$ cat config.mk
export PLATFORM = sky130hd
export DESIGN_NAME = tsa_ctrl
export DESIGN_NICKNAME = d
export VERILOG_FILES = /design/src/rtl/core/tsa_pkg.sv /design/src/rtl/core/tsa_ctrl.sv
export SDC_FILE = /design/constraint.sdc
export NUM_CORES = 1
export LEC_CHECK = 0
export ABC_AREA = 0
export ABC_CLOCK_PERIOD_IN_PS = 1500
export BUFFER_PORTS_ARGS = -buffer_cell sky130_fd_sc_hd__buf_2
export CAP_MARGIN = 20
export CORE_MARGIN = 5
export CORE_UTILIZATION = 40
export DETAILED_ROUTE_END_ITERATION = 8
export PLACE_DENSITY = 0.79
export SETUP_SLACK_MARGIN = 0.1
export SYNTH_ARGS = -nofsm -noshare
export SYNTH_HDL_FRONTEND = slang
export SYNTH_SLANG_ARGS = --single-unit
$ cat constraint.sdc
create_clock -name i_clk -period 1.5 [get_ports i_clk]
set_input_delay 0.3 -clock i_clk [delete_from_list [all_inputs] [get_ports i_clk]]
set_output_delay 0.3 -clock i_clk [all_outputs]
set_load 0.03 [all_outputs]
$ cat src/rtl/core/tsa_pkg.sv
package tsa_pkg;

    localparam int NUM_SOURCES_DEF = 8;
    localparam int NUM_METRICS_DEF = 8;
    localparam logic [31:0] STALE_RESET = 32'd3000;

    typedef enum logic [1:0] {
        OP_PUBLISH = 2'd0,
        OP_REMOVE  = 2'd1,
        OP_RESOLVE = 2'd2,
        OP_CLEAR   = 2'd3
    } t_op;

    typedef enum logic [3:0] {
        S_IDLE,
        S_PUB,
        S_REM,
        S_CLR,
        S_RD1,
        S_SCAN1,
        S_OWN_RD,
        S_OWN_CHK,
        S_RD2,
        S_SCAN2,
        S_DONE,
        S_OUT
    } t_state;

    // commands from controller to datapath
    typedef struct packed {
        logic capture;
        logic write_sample;
        logic remove_src;
        logic clear_all;
        logic scan_reset;
        logic rd_issue;
        logic rd_own;
        logic scan1_step;
        logic own_check;
        logic scan2_step;
        logic finish;
        logic set_reject;
        logic load_out;
    } t_cmd;

    // status from datapath to controller
    typedef struct packed {
        logic op_pub_ok;
        logic src_ok;
        logic metric_ok;
        logic scan_last;
        logic any_fresh;
        logic own_ok;
        logic own_valid;
    } t_sts;

endpackage

$ cat src/rtl/core/tsa_ctrl.sv
module tsa_ctrl (
    input  logic            i_clk,
    input  logic            i_rst_n,
    input  logic            i_valid,
    output logic            o_stall,
    output logic            o_valid,
    input  logic            i_stall,
    input  logic [1:0]      i_op,
    input  tsa_pkg::t_sts   i_sts,
    output tsa_pkg::t_cmd   o_cmd
);

    tsa_pkg::t_state r_state, n_state;

    always_ff @(posedge i_clk) begin
        if (!i_rst_n) begin
            r_state <= tsa_pkg::S_IDLE;
        end else begin
            r_state <= n_state;
        end
    end

    always_comb begin
        n_state = r_state;
        o_cmd   = '0;
        o_stall = 1'b1;
        o_valid = 1'b0;
        case (r_state)
            tsa_pkg::S_IDLE: begin
                o_stall = 1'b0;
                if (i_valid) begin
                    o_cmd.capture = 1'b1;
                    case (tsa_pkg::t_op'(i_op))
                        tsa_pkg::OP_PUBLISH: n_state = tsa_pkg::S_PUB;
                        tsa_pkg::OP_REMOVE:  n_state = tsa_pkg::S_REM;
                        tsa_pkg::OP_CLEAR:   n_state = tsa_pkg::S_CLR;
                        default:             n_state = tsa_pkg::S_RD1;
                    endcase
                end
            end
            tsa_pkg::S_PUB: begin
                o_cmd.write_sample = i_sts.op_pub_ok;
                o_cmd.set_reject   = 1'b1;
                n_state = tsa_pkg::S_OUT;
            end
            tsa_pkg::S_REM: begin
                o_cmd.remove_src = i_sts.src_ok;
                o_cmd.set_reject = 1'b1;
                n_state = tsa_pkg::S_OUT;
            end
            tsa_pkg::S_CLR: begin
                o_cmd.clear_all  = 1'b1;
                o_cmd.set_reject = 1'b1;
                n_state = tsa_pkg::S_OUT;
            end
            tsa_pkg::S_RD1: begin
                if (!i_sts.metric_ok) begin
                    o_cmd.set_reject = 1'b1;
                    n_state = tsa_pkg::S_OUT;
                end else begin
                    o_cmd.scan_reset = 1'b1;
                    o_cmd.rd_issue   = 1'b1;
                    n_state = tsa_pkg::S_SCAN1;
                end
            end
            tsa_pkg::S_SCAN1: begin
                o_cmd.scan1_step = 1'b1;
                o_cmd.rd_issue   = 1'b1;
                if (i_sts.scan_last) begin
                    n_state = tsa_pkg::S_OWN_RD;
                end
            end
            tsa_pkg::S_OWN_RD: begin
                if (!i_sts.any_fresh) begin
                    o_cmd.finish = 1'b1;
                    n_state = tsa_pkg::S_DONE;
                end else begin
                    o_cmd.rd_own = 1'b1;
                    n_state = tsa_pkg::S_OWN_CHK;
                end
            end
            tsa_pkg::S_OWN_CHK: begin
                o_cmd.own_check = 1'b1;
                if (i_sts.own_ok && i_sts.own_valid) begin
                    n_state = tsa_pkg::S_DONE;
                end else begin
                    n_state = tsa_pkg::S_RD2;
                end
            end
            tsa_pkg::S_RD2: begin
                o_cmd.scan_reset = 1'b1;
                o_cmd.rd_issue   = 1'b1;
                n_state = tsa_pkg::S_SCAN2;
            end
            tsa_pkg::S_SCAN2: begin
                o_cmd.scan2_step = 1'b1;
                o_cmd.rd_issue   = 1'b1;
                if (i_sts.scan_last) begin
                    o_cmd.finish = 1'b1;
                    n_state = tsa_pkg::S_DONE;
                end
            end
            tsa_pkg::S_DONE: begin
                o_cmd.load_out = 1'b1;
                n_state = tsa_pkg::S_OUT;
            end
            tsa_pkg::S_OUT: begin
                o_valid = 1'b1;
                if (!i_stall) begin
                    n_state = tsa_pkg::S_IDLE;
                end
            end
            default: n_state = tsa_pkg::S_IDLE;
        endcase
    end

endmodule

==> results.txt, run 1 <==
Status -> finished with violations
Failing checks -> negative setup slack
TritonCTS clock tree -> done
Nets -> 155
First-pass GRT wire length -> 4.82 mm
WP data arrival -> 1.38 ns
Die ar. -> 0.00238 sq mm
Count of cell types in the netlist -> 35
Met2 WL -> 1.52 mm
Number of global-route vias before repair -> 966
Detailed Place HPWL -> 1.66 mm
Final period utilization -> 112%
Largest register FFs -> 4
Hold crit path type -> input port to flip-flop
GP Congestion -> 0.832
Port bufs -> 27
R2R setup slack -> -0.12 ns
Placed Cells -> 140
Ant. Diodes -> 0
Synth Instances -> 89
Avg WL per Cell -> 20.1 um
H-tree levels -> 1
Layout Utilization -> 86.1%
Initial DRC Count -> 23
Sw Share -> 50.5%
DR pass1 iterations -> 4
Worst setup SP type -> flip-flop
Final WL -> 3.07 mm
Syn_nets -> 105
Min cycle time layout -> 1.68 ns
Max Freq -> 594 MHz
Routed wl met3 -> 183 um
Clock skew -> 0.0109 ns
Initial antenna violation count -> 0
Max_cap viols -> 0
Power share of the clock group -> 5.6%
DRC viols -> 0
Worst slew pin tran -> 0.316 ns
Synthesis-to-layout area growth -> 111%
Static Leak -> 0.553 nW
Core area -> 0.00147 sq mm
Power Density -> 1990 mW/mm^2
Synthesized area -> 601 sq um
Setup Crit Path Kind -> flip-flop to primary output
Syn. warnings -> 0
Congestion Overflow GR -> 0
Synth Register Bits -> 4
Clock Latency Late Sink -> 0.24 ns
Clock Sinks -> 4
Hold depth -> 3
DIE HEIGHT -> 48.8 um
Routed Antenna Nets -> 0
Sequential power share -> 10.8%
Tot GR Track Use -> 25.5%
Post-cts hold buffer count -> 0
Cell internal pwr -> 1.25 mW
Max-slew headroom -> 78.7%
Num rows -> 14
Unrepaired setup endpoints after global routing -> true
Largest registers -> r_state (4)
Wl on met1 -> 1.26 mm
Largest Register -> r_state
Final std cells w/o fill -> 153
Worst Setup End Kind -> primary output
Critical path required time -> 1.20 ns
Switching Power -> 1.27 mW
Vias/cell -> 6.17
Post-Syn Area per Cell -> 6.75 sq um
Top layer reached by signal wires -> met4
Largest net degree at the start of global routing -> 13
Final Hold Fails -> 0
Combinational Power Share -> 83.5%
Setup WS post-layout -> -0.184 ns
Io pins -> 28
Root Driver -> clkbuf_4
Peak VDD IR -> 1340 uV
Worst-path clk slew -> 0.05 ns
Die W -> 48.8 um
Share of cells above drive strength 1 -> 68.6%
CTS Buf Count -> 3
Final setup fails -> 17
Placement Setup Slack -> -0.112 ns
Initial core utilization -> 40.8%
Count of final max-slew check failures -> 0
Register area share after synthesis -> 13.3%
R2R cell count -> 5
Total power -> 2.52 mW
Total number of vias -> 944
Clock tree buffer depth -> 2
Critical path fanouts, max -> 5
cell usage in the layout (no fill, tap or decap), drive strengths merged:
cell and count:
o21ai 6, nand2 7, nor3b 2, a21oi 7, a31o 1, nor2 16, nand2b 1, nand3 2
nor2b 3, dfxtp 4, nor3 2, inv 5, clkbuf 4, o21a 1, o31ai 1, or4 2
o22ai 1, nand4bb 1, a22o 1, ha 3, o211ai 2, o32a 1, a21o 1, nand4 1
a211oi 1, buf 52, o221ai 1, and3 5, a221oi 2, o2bb2ai 1
Yosys cell counts:
cell	instances	area, sq um
a211oi_1	1	7.51
a21o_1	1	7.51
a21oi_1	6	30.0
a21oi_4	1	16.3
a221oi_1	2	17.5
a22o_1	1	8.76
a31o_2	1	8.76
and3_1	5	31.3
buf_1	1	3.75
buf_2	5	25.0
buf_6	1	11.3
clkbuf_1	1	3.75
dfxtp_1	4	80.1
ha_1	3	37.5
inv_1	5	18.8
nand2_1	7	26.3
nand2b_1	1	6.26
nand3_1	2	10.0
nand4_1	1	6.26
nand4bb_4	1	27.5
nor2_1	16	60.1
nor2b_1	3	18.8
nor3_1	2	10.0
nor3b_1	2	15.0
o211ai_1	2	15.0
o21a_1	1	7.51
o21ai_0	4	20.0
o21ai_1	2	10.0
o221ai_1	1	8.76
o22ai_1	1	6.26
o2bb2ai_1	1	8.76
o31ai_1	1	7.51
o32a_1	1	10.0
or4_1	1	7.51
or4_4	1	11.3
logic make-up (layout without fill, tap and decap cells):
| kind of cell | after synthesis | count (layout) | synth area share (%) |
|---|---|---|---|
| and+or+nand+nor | 42 | 42 | 38.3 |
| buffers and inverters | 13 | 61 | 10.4 |
| adders and majority gates | 3 | 3 | 6.25 |
| AOI/OAI and AO/OA | 27 | 27 | 31.7 |
| DFF | 4 | 4 | 13.3 |
layer usage:
metal | global-route usage [%] | vias to the layer above
li1 | - | 422
met1 | 31.7 | 453
met5 | 0 | -
met2 | 41.3 | 57
met4 | 14.8 | 0
met3 | 3.68 | 12
worst paths after layout:
kind                                start                 endpoint
setup / recovery  r_state[0]$_SDFFE_PN0P_                  o_stall
hold / removal                    i_stall  r_state[1]$_SDFFE_PN0P_
setup reg to reg  r_state[0]$_SDFFE_PN0P_  r_state[3]$_SDFFE_PN0P_
hold reg to reg   r_state[0]$_SDFFE_PN0P_  r_state[0]$_SDFFE_PN0P_
final cells by class:
type                            count  area, sq um
Clock buffer                        3         22.5
Fill cell                          73          204
Inverter                            5         18.8
Multi-Input combinational cell     72          676
Sequential cell                     4         95.1
Tap cell                           16         20.0
Timing Repair Buffer               53          435
stage by stage:
| step | setup TNS, ns | hold WS [ns] | area, sq um |
|---|---|---|---|
| floorplan | 0 | 0.437 | 732 |
| detailed placement | -0.235 | 0.572 | 941 |
| global route | -2.33 | 0.331 | 1270 |
| finish | -1.55 | 0.335 | 1270 |
| global placement | -0.0128 | 0.575 | 941 |
| CTS | -1.24 | 0.325 | 1200 |
worst max-delay path, stage by stage, from the launching register on:
cell	delay (ns)
dfxtp_4	0.36
buf_6	0.13
or4_4	0.49
buf_6	0.16
power groups by stage:
stage               registers, mW  clock network (mW)  logic, mW
global placement            0.221                   0       1.40
finish                      0.273               0.142       2.11
detailed placement          0.222                   0       1.42
CTS                         0.258               0.148       1.88
global route                0.281               0.153       2.20
floorplan                   0.177                   0       1.09
what timing repair did:
action / 4_1_cts / 5_1_grt
gates cloned: 0 / 0
gates resized for setup: 55 / 10
buffers inserted: 7 / 4
pin swaps: 9 / 9
setup endpoints to repair: 19 / 19
Note: power is estimated with default switching activity, not from simulation.
==> run 2: changes to the inputs <==
Settings changed: SETUP_SLACK_MARGIN 0.1 to not set.
==> run 2 against run 1 <==
  * First-iteration DRC count grew 43%
  * Count of clock-buffer cells in the layout is the same
  * Critical path type unchanged
  * Wire length shrank 2.5%
  * Combinational power shrank 6%
  * Final cell count grew 2.6%
  * Largest cell class unchanged
  * Total power shrank 4.2%
  * Utilization shrank 4.1 points
  * Via count grew 3.1%
  * Critical path depth is the same
  * The run still ends with negative setup slack left
  * Sequential power grew 8.1%
==> results.txt, run 2 (synthesized netlist as in run 1, its figures left out) <==
Count of final max-slew check failures -> 0
WP data arrival -> 1.35 ns
Largest net degree at the start of global routing -> 11
Static Leak -> 0.551 nW
Die W -> 48.8 um
Synthesis-to-layout area growth -> 101%
Avg WL per Cell -> 19.1 um
Cell internal pwr -> 1.22 mW
Final WL -> 2.99 mm
Clock Sinks -> 4
Root Driver -> clkbuf_4
Num rows -> 14
Max_cap viols -> 0
Final period utilization -> 110%
Max-slew headroom -> 74.7%
Switching Power -> 1.20 mW
Nets -> 159
Status -> finished with violations
Detailed Place HPWL -> 1.67 mm
Power share of the clock group -> 5.9%
Core area -> 0.00147 sq mm
Failing checks -> negative setup slack
Total power -> 2.42 mW
Most frequent cells in the layout -> buf_4 (32), buf_2 (13), buf_6 (11), nor2_1 (6)
Initial DRC Count -> 33
Power Density -> 2000 mW/mm^2
DR pass1 iterations -> 5
Largest register FFs -> 4
Congestion Overflow GR -> 0
Combinational Power Share -> 81.9%
Fill cell count -> 94
Port bufs -> 27
Placed Cells -> 144
Worst Setup End Kind -> primary output
Sw Share -> 49.7%
Final Hold Fails -> 0
Share of cells above drive strength 1 -> 70.2%
DRC viols -> 0
Min cycle time layout -> 1.65 ns
DIE HEIGHT -> 48.8 um
Post-cts hold buffer count -> 0
Hold crit path type -> input port to flip-flop
Vias/cell -> 6.20
Routed Antenna Nets -> 0
Layout Utilization -> 82.1%
Worst-path clk slew -> 0.04 ns
Final std cells w/o fill -> 157
Commonest non-fill, non-tap cell in the layout -> buf_4
Final setup fails -> 12
Clock tree buffer depth -> 2
Initial core utilization -> 40.8%
CTS Buf Count -> 3
Setup WS post-layout -> -0.154 ns
Total number of vias -> 973
Worst hold margin -> 0.336 ns
GP Congestion -> 0.889
Number of global-route vias before repair -> 942
Hold depth -> 3
Clock skew -> 0.00337 ns
Sequential power share -> 12.2%
Clock Latency Late Sink -> 0.24 ns
Tot GR Track Use -> 23.4%
Peak VDD IR -> 977 uV
Initial antenna violation count -> 0
Worst slew pin tran -> 0.380 ns
Placement Setup Slack -> -0.0831 ns
Largest Register -> r_state
Ant. Diodes -> 0
R2R cell count -> 6
Critical path fanouts, max -> 6
Worst setup SP type -> flip-flop
First-pass GRT wire length -> 4.46 mm
TritonCTS clock tree -> done
Critical path required time -> 1.20 ns
Setup Crit Path Kind -> flip-flop to primary output
Max Freq -> 604 MHz
Largest registers -> r_state (4)
Die ar. -> 0.00238 sq mm
H-tree levels -> 1
Unrepaired setup endpoints after global routing -> true
Io pins -> 28
## run 2: cell count changes in the layout (fill, tap and decap cells not counted), moves of 2 or more
| cell | before | now |
|---|---|---|
| buf_2 | 15 | 13 |
| buf_4 | 17 | 32 |
| nor2_2 | 2 | 5 |
| nor2_4 | 7 | 5 |
| o21ai_2 | 0 | 2 |
| buf_6 | 20 | 11 |
| a21oi_4 | 3 | 1 |
| and3_2 | 2 | 0 |
## run 2: critical path, cell delays in order, from the launching register on
cell	delay [ns]
dfxtp_4	0.37
buf_6	0.14
or4_4	0.44
buf_6	0.16
## run 2: cell type report
| class | instances | area, sq um | area share, % |
|---|---|---|---|
| repair buffers | 57 | 437 | 36.2 |
| well taps | 16 | 20.0 | 1.66 |
| inverters | 5 | 18.8 | 1.55 |
| clock buffers | 3 | 22.5 | 1.87 |
| multi-input cells | 72 | 617 | 51.1 |
| flip-flops and latches | 4 | 92.6 | 7.67 |
## run 2: what timing repair did
item | 4_1_cts | 5_1_grt
hold endpoints to repair | 0 | 0
gates cloned | 0 | 0
endpoints found under the setup margin | 19 | 19
resized for setup | 46 | 21
setup buffers | 10 | 0
pin swaps | 6 | 7
## run 2: layer usage
layer | global-route usage, % | share of wire, % | up-vias | wire length (um)
li1 | - | - | 425 | -
met1 | 28.3 | 37 | 452 | 1120
met2 | 41.1 | 48 | 80 | 1440
met3 | 3.68 | 9.8 | 16 | 292
met4 | 8.52 | 4.7 | 0 | 142
met5 | 0 | 0 | - | 0
## run 2: power groups by stage
stage / registers, mW / logic (mW) / clock network [mW]
after floorplan: 0.171 / 0.943 / 0
after global placement: 0.249 / 1.27 / 0
after detailed placement: 0.258 / 1.29 / 0
after CTS: 0.270 / 1.77 / 0.143
after global routing: 0.301 / 2.08 / 0.154
final: 0.295 / 1.98 / 0.142
## run 2: final timing paths
path	start	endpoint	slack, ns
max	r_state[0]$_SDFFE_PN0P_	o_stall	-0.15
min reg2reg	r_state[0]$_SDFFE_PN0P_	r_state[0]$_SDFFE_PN0P_	0.78
min	i_stall	r_state[1]$_SDFFE_PN0P_	0.34
max reg2reg	r_state[0]$_SDFFE_PN0P_	r_state[1]$_SDFFE_PN0P_	-0.05
## run 2: through the flow
step | TNS [ns] | cell area, sq um
after CTS | -0.479 | 1140
final | -0.807 | 1210
after global placement | -0.113 | 907
after detailed placement | -0.440 | 907
after floorplan | -0.330 | 652
after global routing | -1.40 | 1210
==> run 3: changes to the inputs <==
Settings changed: ABC_CLOCK_PERIOD_IN_PS 1500 to 2000, CTS_CLUSTER_DIAMETER set to 30, MAX_ROUTING_LAYER set to met4, PLACE_DENSITY 0.79 to 0.76.
Clock period 1.5 ns to 2 ns, I/O delays scaled along.
==> run 3 against run 2 <==
  * The run now ends clean
  * Die area stayed put
  * Sequential share of layout area is 3.4 points higher
  * Count of clock-buffer cells in the layout stayed put
  * Sequential power fell by 16%
  * Critical path type unchanged
  * Critical endpoint is now o_cmd[7]
  * Largest cell class unchanged
==> results.txt, run 3 (synthesized netlist as in run 1, its figures left out) <==
Final WL -> 1.72 mm
Port bufs -> 27
Initial DRC Count -> 12
DIE HEIGHT -> 48.8 um
DRC viols -> 0
Post-CTS Setup Inserts -> 0
Worst setup SP type -> flip-flop
Critical path required time -> 1.60 ns
Commonest non-fill, non-tap cell in the layout -> buf_2
R2R cell count -> 5
Hold Path Origin -> i_stall
Final period utilization -> 95.7%
Static Leak -> 0.378 nW
Crit path launch -> r_state[2]$_SDFFE_PN0P_
Die W -> 48.8 um
Setup Crit Path Kind -> flip-flop to primary output
Placed Cells -> 126
Power Density -> 1380 mW/mm^2
Routed Antenna Nets -> 0
Top layer reached by signal wires -> met4
WP data arrival -> 1.51 ns
Total number of vias -> 725
GP Congestion -> 0.806
Initial core utilization -> 40.8%
Congestion Overflow GR -> 0
Max-slew headroom -> 74.7%
Share of cells above drive strength 1 -> 35.4%
R2R setup slack -> 0.38 ns
Number of global-route vias before repair -> 697
Nets -> 131
Slowest CP cell -> dfxtp_1
Worst slew pin tran -> 0.379 ns
Worst path cell trace -> nor2b_1, o21ai_0, a21oi_1, buf_2
Hold crit path type -> input port to flip-flop
Tot GR Track Use -> 15.9%
Detailed Place HPWL -> 1.31 mm
Io pins -> 28
Fill cell count -> 151
Clock Latency Late Sink -> 0.24 ns
Final Hold Fails -> 0
Critical R2R Capture -> r_state[0]$_SDFFE_PN0P_
Peak VDD IR -> 509 uV
Met2 WL -> 860 um
Critical path fanouts, max -> 10
Most frequent cells in the layout -> buf_2 (27), nor2_1 (16), nand2_1 (7), a21oi_1 (6)
Post-route setup TNS -> 0 ns
Num rows -> 14
Avg WL per Cell -> 13.3 um
CTS Buf Count -> 3
Largest net degree at the start of global routing -> 24
Clock skew -> 0.00234 ns
Total power -> 1.05 mW
Largest registers -> r_state (4)
Placement Setup Slack -> 0.218 ns
Setup WS post-layout -> 0.0856 ns
Max stage delay on crit path -> 0.50 ns
H-tree levels -> 1
Core area -> 0.00147 sq mm
First-pass GRT wire length -> 3.00 mm
Worst-path clk slew -> 0.04 ns
Worst R2R Start -> r_state[0]$_SDFFE_PN0P_
Largest Register -> r_state
Max_cap viols -> 0
Vias/cell -> 5.62
Final std cells w/o fill -> 129
Worst Setup End Kind -> primary output
Root Driver -> clkbuf_4
Max Freq -> 522 MHz
Wl on met1 -> 748 um
Clock tree buffer depth -> 2
DR pass1 iterations -> 4
Ant. Diodes -> 0
Die ar. -> 0.00238 sq mm
Routed wl met3 -> 75 um
Count of final max-slew check failures -> 0
Status -> complete, no violations
Synthesis-to-layout area growth -> 26.2%
Final setup fails -> 0
Largest register FFs -> 4
Clock Sinks -> 4
Initial antenna violation count -> 0
Min cycle time layout -> 1.91 ns
Hold Crit Endpoint -> r_state[1]$_SDFFE_PN0P_
Unrepaired setup endpoints after global routing -> false
Hold depth -> 3
TritonCTS clock tree -> done
[run 3: worst max-delay path: cells and delay by family, from the launching register on]
family          cells  cell delay, ns
compound gates      2            0.31
buf+inv             1            0.21
flops               1            0.50
simple gates        1            0.26
[run 3: cell type report]
cell class	count	area (sq um)	share of cell area [%]
clock buffer	3	22.5	2.97
inverter	5	18.8	2.48
multi-input combinational	72	463	61.1
sequential	4	83.8	11.1
tap	16	20.0	2.64
timing repair buffer	29	150	19.8
[run 3: worst max-delay path by stage]
stage          endpoint  depth (start not counted)
2_1_floorplan  o_cmd[2]                          4
3_3_place_gp   o_cmd[2]                          4
3_5_place_dp    o_stall                          2
4_1_cts        o_cmd[7]                          4
5_1_grt        o_cmd[2]                          4
6_report       o_cmd[7]                          4
[run 3: timing repair]
| item | CTS | global route |
|---|---|---|
| hold buffers | 0 | 0 |
| endpoints found under the setup margin | 6 | 0 |
| hold endpoints to repair | 0 | 0 |
| gates resized for setup | 3 | 0 |
[run 3: metrics by stage]
| stage | util, % | area, sq um | hold WS (ns) |
|---|---|---|---|
| 3_5_place_dp | 49.7 | 732 | 0.651 |
| 5_1_grt | 51.5 | 758 | 0.414 |
| 3_3_place_gp | 49.7 | 732 | 0.639 |
| 6_report | 51.5 | 758 | 0.407 |
| 2_1_floorplan | - | 606 | 0.537 |
| 4_1_cts | 51.5 | 758 | 0.401 |
[run 3: where the power goes]
| group | internal, mW | total [mW] | switching, mW |
|---|---|---|---|
| Clock | 0.0673 | 0.102 | 0.0349 |
| Sequential | 0.117 | 0.249 | 0.131 |
| Combinational | 0.271 | 0.696 | 0.425 |
[run 3: layer usage]
layer	GRT usage (%)	up-vias
met3	1.53	4
met1	19.1	334
met5	-	-
met4	9.87	0
met2	25.4	17
li1	-	370
